===== src/hw/rtl/rlkd_pkg.sv =====
package rlkd_pkg;

  localparam int unsigned WindowRegs = 6;
  localparam int unsigned NumWindowsDef = 6;
  localparam int unsigned CfgIdxW = 3;
  localparam int unsigned CfgDataW = 24;
  localparam int unsigned KeyW = 8;
  localparam int unsigned SampleW = 10;
  localparam int unsigned CountW = 8;

  typedef enum logic [1:0] {
    ReqTick = 2'd0,
    ReqDone = 2'd1,
    ReqSlot = 2'd2,
    ReqNone = 2'd3
  } req_e;

  localparam logic [CfgIdxW-1:0] RegTickDivisor = 3'd6;

  // Packed as key, upper bound, lower bound (most significant first)
  typedef struct packed {
    logic [KeyW-1:0] key;
    logic [KeyW-1:0] hi;
    logic [KeyW-1:0] lo;
  } window_t;

  typedef struct packed {
    logic            hit;
    logic [KeyW-1:0] key;
  } match_t;

  localparam window_t WindowReset [WindowRegs] = '{
    '{key: 8'h00, hi: 8'd255, lo: 8'd233},
    '{key: 8'hea, hi: 8'd93,  lo: 8'd77},
    '{key: 8'hb4, hi: 8'd140, lo: 8'd116},
    '{key: 8'hcd, hi: 8'd195, lo: 8'd163},
    '{key: 8'hb3, hi: 8'd171, lo: 8'd143},
    '{key: 8'he9, hi: 8'd61,  lo: 8'd51}
  };

  localparam logic [CountW-1:0] TickDivisorReset = 8'd15;

endpackage


===== src/hw/rtl/rlkd_cfg.sv =====
module rlkd_cfg #(
  parameter int unsigned NumWin = rlkd_pkg::NumWindowsDef
) (
  input  logic                           clk_i,
  input  logic                           rst_ni,
  input  logic                           cfg_we_i,
  input  logic [rlkd_pkg::CfgIdxW-1:0]   cfg_idx_i,
  input  logic [rlkd_pkg::CfgDataW-1:0]  cfg_wdata_i,
  output rlkd_pkg::window_t              windows_o [NumWin],
  output logic [rlkd_pkg::CountW-1:0]    tick_divisor_o
);

  rlkd_pkg::window_t               windows_q [NumWin];
  logic [rlkd_pkg::CountW-1:0]     tick_divisor_q;

  always_ff @(posedge clk_i or negedge rst_ni) begin
    if (!rst_ni) begin
      for (int i = 0; i < NumWin; i++) begin
        windows_q[i] <= rlkd_pkg::WindowReset[i];
      end
      tick_divisor_q <= rlkd_pkg::TickDivisorReset;
    end else if (cfg_we_i) begin
      for (int i = 0; i < NumWin; i++) begin
        if (cfg_idx_i == rlkd_pkg::CfgIdxW'(i)) begin
          windows_q[i] <= rlkd_pkg::window_t'(cfg_wdata_i);
        end
      end
      if (cfg_idx_i == rlkd_pkg::RegTickDivisor) begin
        tick_divisor_q <= cfg_wdata_i[rlkd_pkg::CountW-1:0];
      end
    end
  end

  assign windows_o      = windows_q;
  assign tick_divisor_o = tick_divisor_q;

endmodule


===== src/hw/rtl/rlkd_match.sv =====
module rlkd_match #(
  parameter int unsigned NumWin = rlkd_pkg::NumWindowsDef
) (
  input  rlkd_pkg::window_t          windows_i [NumWin],
  input  logic [rlkd_pkg::KeyW-1:0]  level_i,
  output rlkd_pkg::match_t           match_o
);

  // Walk from the last window down so that the first hit in table order wins
  always_comb begin
    match_o = '0;
    for (int i = NumWin - 1; i >= 0; i--) begin
      if (windows_i[i].lo <= level_i && level_i <= windows_i[i].hi) begin
        match_o.hit = 1'b1;
        match_o.key = windows_i[i].key;
      end
    end
  end

endmodule


===== src/hw/rtl/resistor_ladder_key_decoder.sv =====
// Resistor-ladder keypad decoder. Requests carry a type (timer tick, conversion
// done, report slot) and a 10-bit converter sample; every request yields
// exactly one result with report_valid, report_key and start_conversion. One
// request is taken per clock while the output is not stalled: it passes an
// input register, one stage of window compare and state update, and a result
// register, which holds it while the output is stalled. The windows (up to
// six; key, high, low) and the tick divisor must be written through the plain
// write port only while no request is in flight; the block does not enforce
// this. Windows are searched in index order and the first one containing the
// sample's upper eight bits sets the key.
module resistor_ladder_key_decoder #(
  parameter int unsigned NumWindows = rlkd_pkg::NumWindowsDef
) (
  input  logic                           clk_i,
  input  logic                           rst_ni,
  input  logic                           cfg_we_i,
  input  logic [rlkd_pkg::CfgIdxW-1:0]   cfg_idx_i,
  input  logic [rlkd_pkg::CfgDataW-1:0]  cfg_wdata_i,
  input  logic                           in_valid_i,
  output logic                           in_ready_o,
  input  logic [1:0]                     req_type_i,
  input  logic [rlkd_pkg::SampleW-1:0]   sample_i,
  output logic                           out_valid_o,
  input  logic                           out_ready_i,
  output logic                           report_valid_o,
  output logic [rlkd_pkg::KeyW-1:0]      report_key_o,
  output logic                           start_conversion_o
);

  localparam int unsigned NumWin =
      (NumWindows > rlkd_pkg::WindowRegs) ? rlkd_pkg::WindowRegs : NumWindows;

  rlkd_pkg::window_t               windows [NumWin];
  logic [rlkd_pkg::CountW-1:0]     tick_divisor;
  rlkd_pkg::match_t                match;

  // Input register
  logic                            s1_valid_q;
  rlkd_pkg::req_e                  s1_req_q;
  logic [rlkd_pkg::SampleW-1:0]    s1_sample_q;

  // Decoder state
  logic [rlkd_pkg::CountW-1:0]     tick_count_q, tick_count_d;
  logic                            pending_q, pending_d;
  logic [rlkd_pkg::KeyW-1:0]       key_q, key_d;
  logic                            clear_due_q, clear_due_d;

  // Result register
  logic                            out_valid_q;
  logic                            rep_valid_q, rep_valid_d;
  logic [rlkd_pkg::KeyW-1:0]       rep_key_q, rep_key_d;
  logic                            start_q, start_d;

  logic                            advance;
  logic [rlkd_pkg::CountW-1:0]     tick_inc;

  rlkd_cfg #(
    .NumWin (NumWin)
  ) u_cfg (
    .clk_i          (clk_i),
    .rst_ni         (rst_ni),
    .cfg_we_i       (cfg_we_i),
    .cfg_idx_i      (cfg_idx_i),
    .cfg_wdata_i    (cfg_wdata_i),
    .windows_o      (windows),
    .tick_divisor_o (tick_divisor)
  );

  rlkd_match #(
    .NumWin (NumWin)
  ) u_match (
    .windows_i (windows),
    .level_i   (s1_sample_q[rlkd_pkg::SampleW-1 -: rlkd_pkg::KeyW]),
    .match_o   (match)
  );

  assign advance    = s1_valid_q && (!out_valid_q || out_ready_i);
  assign in_ready_o = !s1_valid_q || advance;

  always_ff @(posedge clk_i or negedge rst_ni) begin
    if (!rst_ni) begin
      s1_valid_q <= 1'b0;
    end else if (in_ready_o) begin
      s1_valid_q <= in_valid_i;
    end
  end

  always_ff @(posedge clk_i) begin
    if (in_valid_i && in_ready_o) begin
      s1_req_q    <= rlkd_pkg::req_e'(req_type_i);
      s1_sample_q <= sample_i;
    end
  end

  assign tick_inc = tick_count_q + rlkd_pkg::CountW'(1);

  always_comb begin
    tick_count_d = tick_count_q;
    pending_d    = pending_q;
    key_d        = key_q;
    clear_due_d  = clear_due_q;
    rep_valid_d  = 1'b0;
    rep_key_d    = '0;
    start_d      = 1'b0;
    unique case (s1_req_q)
      rlkd_pkg::ReqTick: begin
        tick_count_d = tick_inc;
        if (tick_inc >= tick_divisor) begin
          tick_count_d = '0;
          pending_d    = 1'b1;
          start_d      = 1'b1;
        end
      end
      rlkd_pkg::ReqDone: begin
        if (pending_q) begin
          pending_d = 1'b0;
          if (match.hit) begin
            key_d = match.key;
          end
        end
      end
      rlkd_pkg::ReqSlot: begin
        if (key_q != '0 || clear_due_q) begin
          rep_valid_d = 1'b1;
          rep_key_d   = key_q;
          key_d       = '0;
          clear_due_d = !clear_due_q;
        end
      end
      default: begin
        // unused request code: no state change, result carries nothing
      end
    endcase
  end

  always_ff @(posedge clk_i or negedge rst_ni) begin
    if (!rst_ni) begin
      tick_count_q <= '0;
      pending_q    <= 1'b0;
      key_q        <= '0;
      clear_due_q  <= 1'b0;
      out_valid_q  <= 1'b0;
    end else begin
      if (advance) begin
        tick_count_q <= tick_count_d;
        pending_q    <= pending_d;
        key_q        <= key_d;
        clear_due_q  <= clear_due_d;
        out_valid_q  <= 1'b1;
      end else if (out_ready_i) begin
        out_valid_q  <= 1'b0;
      end
    end
  end

  always_ff @(posedge clk_i) begin
    if (advance) begin
      rep_valid_q <= rep_valid_d;
      rep_key_q   <= rep_key_d;
      start_q     <= start_d;
    end
  end

  assign out_valid_o        = out_valid_q;
  assign report_valid_o     = rep_valid_q;
  assign report_key_o       = rep_key_q;
  assign start_conversion_o = start_q;

endmodule


===== config.mk =====
export PLATFORM = sky130hd
export DESIGN_NAME = resistor_ladder_key_decoder
export DESIGN_NICKNAME = d
export VERILOG_FILES = /design/src/hw/rtl/rlkd_pkg.sv /design/src/hw/rtl/rlkd_cfg.sv /design/src/hw/rtl/rlkd_match.sv /design/src/hw/rtl/resistor_ladder_key_decoder.sv
export SDC_FILE = /design/constraint.sdc
export NUM_CORES = 1
export LEC_CHECK = 0
export BUFFER_PORTS_ARGS = -buffer_cell sky130_fd_sc_hd__buf_2
export CAP_MARGIN = 20
export CELL_PAD_IN_SITES_DETAIL_PLACEMENT = 1
export CELL_PAD_IN_SITES_GLOBAL_PLACEMENT = 2
export CORE_ASPECT_RATIO = 1.25
export CORE_MARGIN = 2
export CORE_UTILIZATION = 40
export DETAILED_ROUTE_END_ITERATION = 8
export GPL_ROUTABILITY_DRIVEN = 0
export HOLD_SLACK_MARGIN = 0.08
export PLACE_DENSITY_LB_ADDON = 0.1
export RECOVER_POWER = 25
export SYNTH_ARGS = -nofsm -noshare
export SYNTH_HDL_FRONTEND = slang
export SYNTH_SLANG_ARGS = --single-unit
export TNS_END_PERCENT = 50

===== constraint.sdc =====
create_clock -name clk_i -period 4.2 [get_ports clk_i]
set_input_delay 0.84 -clock clk_i [delete_from_list [all_inputs] [get_ports clk_i]]
set_output_delay 0.84 -clock clk_i [all_outputs]
set_load 0.1 [all_outputs]

== Word level (Yosys, flattened, before mapping) ==
Index checks and enable logic that the tools add are counted.
Storage, ports and cells
  register bits after elaboration: 194
  bits of input ports: 44
  output and inout port bits: 12
Cells by class
  add/sub/neg operators: 1
  $lt $le $gt $ge: 13
  equality and inequality tests: 12
  muxes and demuxes: 17
  reduce and logical (&&, ||, !) cells: 32
Operators by type and width (number)
  less-or-equal comparator 8 bit: 12
  two-way mux 9 bit: 6
  two-way mux 8 bit: 4
  AND reduction 2 bit: 9
  case mux 8 bit (2 select lines): 1
  == test 3 bit (second input constant): 3
  adder 8 x 1 -> 8 bit (second input constant): 1
  greater-or-equal comparator 8 bit: 1
  logical AND 1 bit: 8
  != test 2 bit (second input constant): 4
  nonzero test 8 bit: 1
  == test 3 x 2 -> 1 bit (second input constant): 2
  AND reduction 3 bit: 2
  nonzero test 2 bit: 3
  two-way mux 1 bit: 5
  AND reduction 5 bit: 1
  == test 3 x 1 -> 1 bit (second input constant): 1
  zero test 1 bit: 3
  zero test 3 bit: 1
  logical OR 1 bit: 3
  == test 2 x 1 -> 1 bit (second input constant): 1
  == test 2 bit (second input constant): 1
  zero test 2 bit: 1
  case mux 1 bit (2 select lines): 1

== Logic depth before layout (Yosys ltp) ==
Gate-level depths: netlist of run 1.
  depth in word-level cells: 11
  depth in mapped cells: 12
  depth with buffers taken out: 10

== Cells and area by module ==
From an unflattened synthesis of run 1, not the netlist that was laid out.
Second synthesis, totals
  cell total of the unflattened synthesis: 872
  area total of the unflattened synthesis: 10654.0 µm²
Modules (own cells, without submodules)
  rlkd_cfg: times used 1, cells an instance 330, area an instance 5851.9 µm², sequential area each 3908.7 µm²
  rlkd_match: times used 1, cells an instance 384, area an instance 2845.2 µm², sequential area each 0.0 µm²
  resistor_ladder_key_decoder: times used 1, cells an instance 158, area an instance 1956.9 µm², sequential area each 1101.1 µm²

== Worst setup path before layout of run 1 ==
No wires, ideal clock.
  path kind: register to register
  from: reg out_valid_q, in the netlist out_valid_o
  to: reg s1_req_q[0], enable pin
  setup time: 0.292 ns
  data arrival time: 2.495 ns
  slack: 1.413 ns
  cell stages (with the launch flop): 3
  buffers on the path: 0
  period minus slack after synthesis: 2.787 ns
  cell sequence: dfrtp_1 > nand3b_1 > and2_1
On the way
  longest elaborated chain between the ends: 5
Ends and longest elaborated chain
  start: declaration: line resistor_ladder_key_decoder.sv:49  | logic out_valid_q;
  start signal: assignment: line resistor_ladder_key_decoder.sv:142  | out_valid_q <= 1'b0;
  start signal: assignment: line resistor_ladder_key_decoder.sv:149  | out_valid_q <= 1'b1;
  start signal: assignment: line resistor_ladder_key_decoder.sv:151  | out_valid_q <= 1'b0;
  zero test 1 bit: line resistor_ladder_key_decoder.sv:77  | assign advance = s1_valid_q && (!out_valid_q || out_ready_i);
  logical OR 1 bit: line resistor_ladder_key_decoder.sv:77
  logical AND 1 bit: line resistor_ladder_key_decoder.sv:77
  logical OR 1 bit: line resistor_ladder_key_decoder.sv:78  | assign in_ready_o = !s1_valid_q || advance;
  net in_ready_o: line resistor_ladder_key_decoder.sv:20  | output logic in_ready_o,
  logical AND 1 bit: line resistor_ladder_key_decoder.sv:89  | if (in_valid_i && in_ready_o) begin
  end signal: assignment: line resistor_ladder_key_decoder.sv:90  | s1_req_q <= rlkd_pkg::req_e'(req_type_i);
  end: declaration: line resistor_ladder_key_decoder.sv:39  | rlkd_pkg::req_e s1_req_q;
The timed path passes the listed nets, and every way through them passes these cells.
A chain may end at the register's enable or synchronous reset.

== Worst setup path in the final report of run 1 ==
  from: reg s1_sample_q[9] in the netlist's numbering
  to: reg key_q[5] in the netlist's numbering
On the way
  longest elaborated chain between the ends: 11
  elaborated cells between the ends (all ways): 29
  classes of those cells: order compare (12); eq/ne (1); mux (9); reduce/logical (7)
Ends and longest elaborated chain
  start: declaration: line resistor_ladder_key_decoder.sv:40  | logic [rlkd_pkg::SampleW-1:0] s1_sample_q;
  start signal: assignment: line resistor_ladder_key_decoder.sv:91  | s1_sample_q <= sample_i;
  less-or-equal comparator 8 bit: line rlkd_match.sv:13  | if (windows_i[i].lo <= level_i && level_i <= windows_i[i].hi) begin
  logical AND 1 bit: line rlkd_match.sv:13
  two-way mux 9 bit (5 in a row): line rlkd_match.sv:13
  two-way mux 9 bit (*): line rlkd_match.sv:13
  two-way mux 8 bit: line resistor_ladder_key_decoder.sv:117  | if (match.hit) begin
  two-way mux 8 bit: line resistor_ladder_key_decoder.sv:115  | if (pending_q) begin
  case mux 8 bit (2 select lines): line resistor_ladder_key_decoder.sv:105  | unique case (s1_req_q)
  end signal: assignment: line resistor_ladder_key_decoder.sv:147  | key_q <= key_d;
  end: declaration: line resistor_ladder_key_decoder.sv:45  | logic [rlkd_pkg::KeyW-1:0] key_q, key_d;
Every way passes the cells marked *; elsewhere a longest branch is shown, timed or not. The select of a mux whose other input is x is not followed.

==> impl_metrics.toml, run 1 <==
[pwr]
p_per_area_mw_per_mm2 = 523
ir_worst_vdd_v = 0.000313
p_total_uw = 6020
leakagePower_uw = 0.00504

[synth]
ys_types = 52
synthesis.area_mm2 = 0.0102
yosysWarnings = 0
synthCells = 896
synth_edf_count = 20
async_flop_share_pct = 89.6
syn_nets = 1045
ys_seq_area_share_pct = 48.9
ys.flop_type = "dfrtp_1"
syn-mean-instance-area_um2 = 11.4
yosys_register_bits = 192

[floorplanning]
core-area_mm2 = 0.0252
num_io_pins = 56
fp.dieArea_mm2 = 0.0269
start_util_pct = 40.6
rows = 65
die_x_um = 147
die_y_um = 183

[clocking]
numCtsBuffers = 17
cts_setup_buffers = 0
clock-sinks = 192
cts_resized = 0
cts-root-buf = "clkbuf_16"
ctsHtreeMaxLevel = 4
cts_tree = "built"
clk_path_buf_depth = 2
clock_latency_ps = 440
clk_pin_slew_worst_paths_ps = 70
hold_buffers = 0

[setup_path]
cpMaxStageDelayCell = "edfxtp_1"
path_buf_inv = 1
setup.worst_path.start_class = "register"
path_common_cell = "o311a_1"
cp_cell_sequence = "inv_1 -> ha_1 -> nand4_1 -> or2_2 -> o21ai_1 -> nand2_1 -> o311a_1 -> o311a_1 -> o31ai_2"
cp_max_fo = 15
worstPathArrival_ps = 3750
cp-end-kind = "register"
crit_required_ps = 4540
critPathMaxStageDelay_ps = 610
cp_top_family = "compound AO/OA/AOI/OAI gates"
crit_type = "register to register"

[final_layout]
final_cell_mix = "mux2_2, ha_1, dfrtp_1"
n_fill_cell = 2755
seq_area_mm2 = 0.00501
n_antenna_cell = 0
fin_area_mm2 = 0.0115
drive_gt1_share_pct = 32.2
layout_commonest_cell = "mux2_2"
area_delta_synth_final_pct = 12.4
multi_input_area_mm2 = 0.00487
final_nets = 1099

[sta]
fmax_mhz = 293
fin_crit_sh_pct = 81.3
setup_viol = 0
finalCriticalPeriod_ps = 3420
final.setup.tns_ps = 0
maxSlewViolCount = 84
rsz0062_at_grt = "false"
max-slew-margin-rel_pct = -53.1
hold_ws_ps = 478
final-hold-violation-count = 0
tightestPinTransition_ps = 2300
skew_ps = 9.81

[detailed_routing]
drt_iter0_drc = 193
num_vias = 6977
drtAntennaViolNets = 0
drc = 0
routed_wl_mm = 26.6
firstDrtPassIters = 4
vias_per_cell = 5.38
wire_per_inst_um = 20.5

[place]
dp_hpwl_mm = 18.7
port_buffers = 53
placed_area_mm2 = 0.0109

[grt]
grt_max_degree = 90
grt_pass1_wl_mm = 42.4
gr-total-overflow = 0
antenna_found_initial = 0
grt_pass1_vias = 7665
track_usage_pct = 20.6

[hold_path]
hold_path.class = "register to register"

[outcome]
violations = "capacitance limit, slew limit"
outcome = "complete, but fails checks"

[flow_run]
drv_cap = 1
[cells by family after synthesis]
group / count (synthesis) / share of synthesized area (%)
and+or+nand+nor: 200 / 9.56
DFF: 192 / 48.9
AOI/OAI and AO/OA: 162 / 10.2
muxes: 129 / 14.2
adders and majority gates: 105 / 12.8
buffers and inverters: 101 / 3.79
xor gates and xnor gates: 7 / 0.599
[layout make-up]
class | instances | area share (%)
multi-input combinational | 603 | 42.3
sequential | 192 | 43.5
inverter | 74 | 2.41
timing repair buffer | 62 | 2.98
tap | 335 | 3.64
clock buffer | 22 | 4.15
clock inverter | 10 | 1.06
[synthesized netlist by cell type, types with 14 or more instances]
cell	count	area share (%)
mux2_2	113	12
ha_1	105	13
dfrtp_1	88	21
nand2_1	85	3.1
dfstp_2	84	22
inv_1	74	2.7
a21oi_1	48	2.3
o21ai_0	41	2.0
clkbuf_1	24	0.88
nor2_1	24	0.88
nand4_1	23	1.4
edfxtp_1	20	5.9
o21ai_1	16	0.78
mux2_1	14	1.5
o311a_1	14	1.4
[sequential cells by signal, summed over array words and instances, names as in the netlist]
signal,flops
clear_due_q,1
key_q,8
out_valid_o,1
pending_q,1
report_key_o,8
report_valid_o,1
s1_req_q,2
s1_sample_q,8
s1_valid_q,1
start_conversion_o,1
tick_count_q,8
u_cfg.tick_divisor_o,8
u_cfg.windows_o,144
[layer usage]
metal	up-vias	wire length [µm]	GRT usage, %
met5	-	0	0
met4	0	446	5.92
met3	30	453	3.01
met2	59	14200	37.9
met1	3586	11500	25.1
li1	3302	-	-
[per-stage QoR]
step / worst slack, ps / util [%] / cells
after detailed placement: 772 / 43.3 / 1266
after floorplan: 1410 / - / 896
after CTS: 773 / 45.7 / 1298
final: 785 / 45.7 / 1298
after global placement: 829 / 43.3 / 1266
after global routing: 516 / 45.7 / 1298
[power breakdown]
part | leakage (µW) | internal, µW | switching [µW] | total, µW
clock network | 0.000296 | 941 | 724 | 1660
logic | 0.00260 | 724 | 986 | 1710
registers | 0.00215 | 2400 | 245 | 2650
total | 0.00504 | 4070 | 1950 | 6020
[worst paths after layout]
kind	start	endpoint	slack, ps	cells past startpoint
max	s1_sample_q[9]	key_q[5]	780	9
min	clear_due_q	clear_due_q	480	1
max reg2reg	s1_sample_q[9]	key_q[5]	780	9
min reg2reg	clear_due_q	clear_due_q	480	1
max in group asynchronous	rst_ni	u_cfg.windows_o[70]	1700	2
min in group asynchronous	rst_ni	u_cfg.windows_o[52]	1090	1
No activity file was read; power rests on OpenSTA's default activity.
==> run 2: changes to the inputs <==
--- a/config.mk
+++ b/config.mk
@@ -5,13 +5,14 @@
 export SDC_FILE = /design/constraint.sdc
 export NUM_CORES = 1
 export LEC_CHECK = 0
+export ABC_AREA = 1
 export BUFFER_PORTS_ARGS = -buffer_cell sky130_fd_sc_hd__buf_2
 export CAP_MARGIN = 20
 export CELL_PAD_IN_SITES_DETAIL_PLACEMENT = 1
 export CELL_PAD_IN_SITES_GLOBAL_PLACEMENT = 2
 export CORE_ASPECT_RATIO = 1.25
 export CORE_MARGIN = 2
-export CORE_UTILIZATION = 40
+export CORE_UTILIZATION = 38
 export DETAILED_ROUTE_END_ITERATION = 8
 export GPL_ROUTABILITY_DRIVEN = 0
 export HOLD_SLACK_MARGIN = 0.08
==> constraint.sdc (replaced) <==
create_clock -name clk_i -period 3.3 [get_ports clk_i]
set_input_delay 0.66 -clock clk_i [delete_from_list [all_inputs] [get_ports clk_i]]
set_output_delay 0.66 -clock clk_i [all_outputs]
set_load 0.1 [all_outputs]
==> run 2 against run 1 <==
Effect of this change: maximum frequency up 28%; routed wire length down 1.8%; sequential power up 24%; via count up 14%; power up 30%; clock skew down 1.5 ps; the run still ends with capacitance limit, slew limit left; final cell count up 27%; clock-buffer cell count down 3; largest power group unchanged; non-clock buffer count up 9; synthesized area up 2.1%; critical endpoint is now tick_count_q[5]; worst hold slack worse by 94 ps; cell area up 2.2%.
==> impl_metrics.toml, run 2 <==
[outcome]
outcome = "complete, but fails checks"
violations = "capacitance limit, slew limit"

[sta]
tightestPinTransition_ps = 1660
finalCriticalPeriod_ps = 2680
skew_ps = 8.32
rsz0062_at_grt = "false"
setup_viol = 0
max-slew-margin-rel_pct = -10.9
maxSlewViolCount = 62
final.setup.tns_ps = 0
final-hold-violation-count = 0
fmax_mhz = 373
fin_crit_sh_pct = 81.1

[clocking]
clk_path_buf_depth = 2
clock_latency_ps = 450
cts-root-buf = "clkbuf_16"
ctsHtreeMaxLevel = 4
cts_resized = 0
cts_setup_buffers = 0
numCtsBuffers = 17
clk_pin_slew_worst_paths_ps = 80
cts_tree = "built"
hold_buffers = 0
clock-sinks = 192

[synth]
synthesis.area_mm2 = 0.0105
synthTopCellsByArea = "dfstp_2, dfrtp_1, ha_1, nand2_1, o21ai_0"
synthXorXnorAreaFrac_pct = 0.586
async_flop_share_pct = 89.6
synthCells = 1231
synth_top_family_by_area = "simple AND/OR/NAND/NOR gates"
synthAdderAreaFrac_pct = 12.6
muxShareOfSynthArea_pct = 0
syn-mean-instance-area_um2 = 8.50
synth_edf_count = 20
yosys.area.top_type_share_pct = 21.1
ys_types = 33
synth_simple_gate_area_share_pct = 19.3
synth_commonest_cells = "nand2_1, o21ai_0, inv_1"
synthMostInstantiatedCell = "nand2_1"
syn_nets = 1380
yosys_register_bits = 192
ys.flop_type = "dfrtp_1"
yosysWarnings = 0
synth-compound-area-share_pct = 11.8
ys_seq_area_share_pct = 47.9
synth_top_area_cell = "dfstp_2"

[final_layout]
area_delta_synth_final_pct = 12.5
n_antenna_cell = 0
layout_commonest_cell = "nand2_1"
final_cell_mix = "nand2_1, o21ai_0, inv_1"
drive_gt1_share_pct = 17.3
final_nets = 1434
n_fill_cell = 3209
largest_reg_flops = 144

[floorplanning]
num_io_pins = 56
rows = 67
fp.dieArea_mm2 = 0.0289
core-area_mm2 = 0.0269
die_y_um = 189
die_x_um = 152
start_util_pct = 38.9

[pwr]
leakagePower_uw = 0.00594
p_per_area_mw_per_mm2 = 664
ir_worst_vdd_v = 0.000354
p_total_uw = 7810

[hold_path]
hold_path.class = "primary input to register"

[grt]
antenna_found_initial = 0
grt_max_degree = 63
track_usage_pct = 19.2
grt_pass1_wl_mm = 43.6
grt_pass1_vias = 8170
gr-total-overflow = 0

[setup_path]
worstPathArrival_ps = 3040
crit_required_ps = 3660
r2r_slack_ps = 620
cp_max_fo = 8
cp-end-kind = "register"
crit_type = "register to register"
setup.worst_path.start_class = "register"

[flow_run]
drv_cap = 1

[detailed_routing]
drtAntennaViolNets = 0
vias_per_cell = 4.86
routed_wl_mm = 26.1
firstDrtPassIters = 5
num_vias = 7977
wire_per_inst_um = 15.9
drc = 0
drt_iter0_drc = 300

[place]
port_buffers = 53
dp_hpwl_mm = 18.8
-- run 2: area by class of cell --
| cell class | count | area (µm²) | area share (%) |
|---|---|---|---|
| clock buffers | 19 | 443 | 3.76 |
| clock inverters | 13 | 164 | 1.39 |
| inverters | 177 | 664 | 5.65 |
| multi-input cells | 826 | 4640 | 39.4 |
| flip-flops and latches | 192 | 5010 | 42.6 |
| well taps | 345 | 432 | 3.67 |
| repair buffers | 71 | 413 | 3.51 |
-- run 2: logic make-up after synthesis --
logic type	count (synthesis)
AOI/OAI and AO/OA	239
adders and majority gates	105
buffers and inverters	213
and+or+nand+nor	475
xor gates and xnor gates	7
DFF	192
-- run 2: report_power, final --
group	internal, µW	leakage [µW]	total, µW	switching, µW
Combinational	823	0.00347	2350	1530
Sequential	3020	0.00219	3290	270
Clock	1210	0.000281	2170	957
-- run 2: worst max-delay path: stages, from the launching register on --
cell and delay, ps:
dfrtp_1 380, inv_1 70, nor3_1 340, nand3_1 200, nor3_1 230, xor2_1 220
ha_1 270, a21oi_1 150, o21a_1 130, nand3_1 140, inv_1 250, nand3_1 110
o21ai_0 110
-- run 2: final timing paths --
kind,from,to,depth (start not counted)
worst max-delay path,tick_count_q[2],tick_count_q[5],12
worst min-delay path,sample_i[8],s1_sample_q[8],1
worst max register to register,tick_count_q[2],tick_count_q[5],12
worst min register to register,u_cfg.windows_o[140],u_cfg.windows_o[140],2
max in group asynchronous,rst_ni,u_cfg.windows_o[10],2
min in group asynchronous,rst_ni,key_q[2],1
-- run 2: routing by layer --
layer | wire length (µm) | vias up | track usage, % | share of wire, %
met5 | 0 | - | 0 | 0
met4 | 261 | 0 | 4.53 | 1.0
met3 | 577 | 16 | 2.79 | 2.2
met2 | 12700 | 81 | 32.9 | 49
met1 | 12600 | 3822 | 25.7 | 48
li1 | - | 4058 | - | -
-- run 2: stage by stage --
step                      instances  worst slack (ps)  instance area (µm²)  hold slack, ps  util (%)
after floorplan                1231               579                10500             364         -
after global placement         1611               660                11200             460      41.5
after global routing           1643               239                11800             366      43.7
after detailed placement       1611               591                11200             468      41.5
final                          1643               622                11800             384      43.7
after CTS                      1643               566                11800             218      43.7
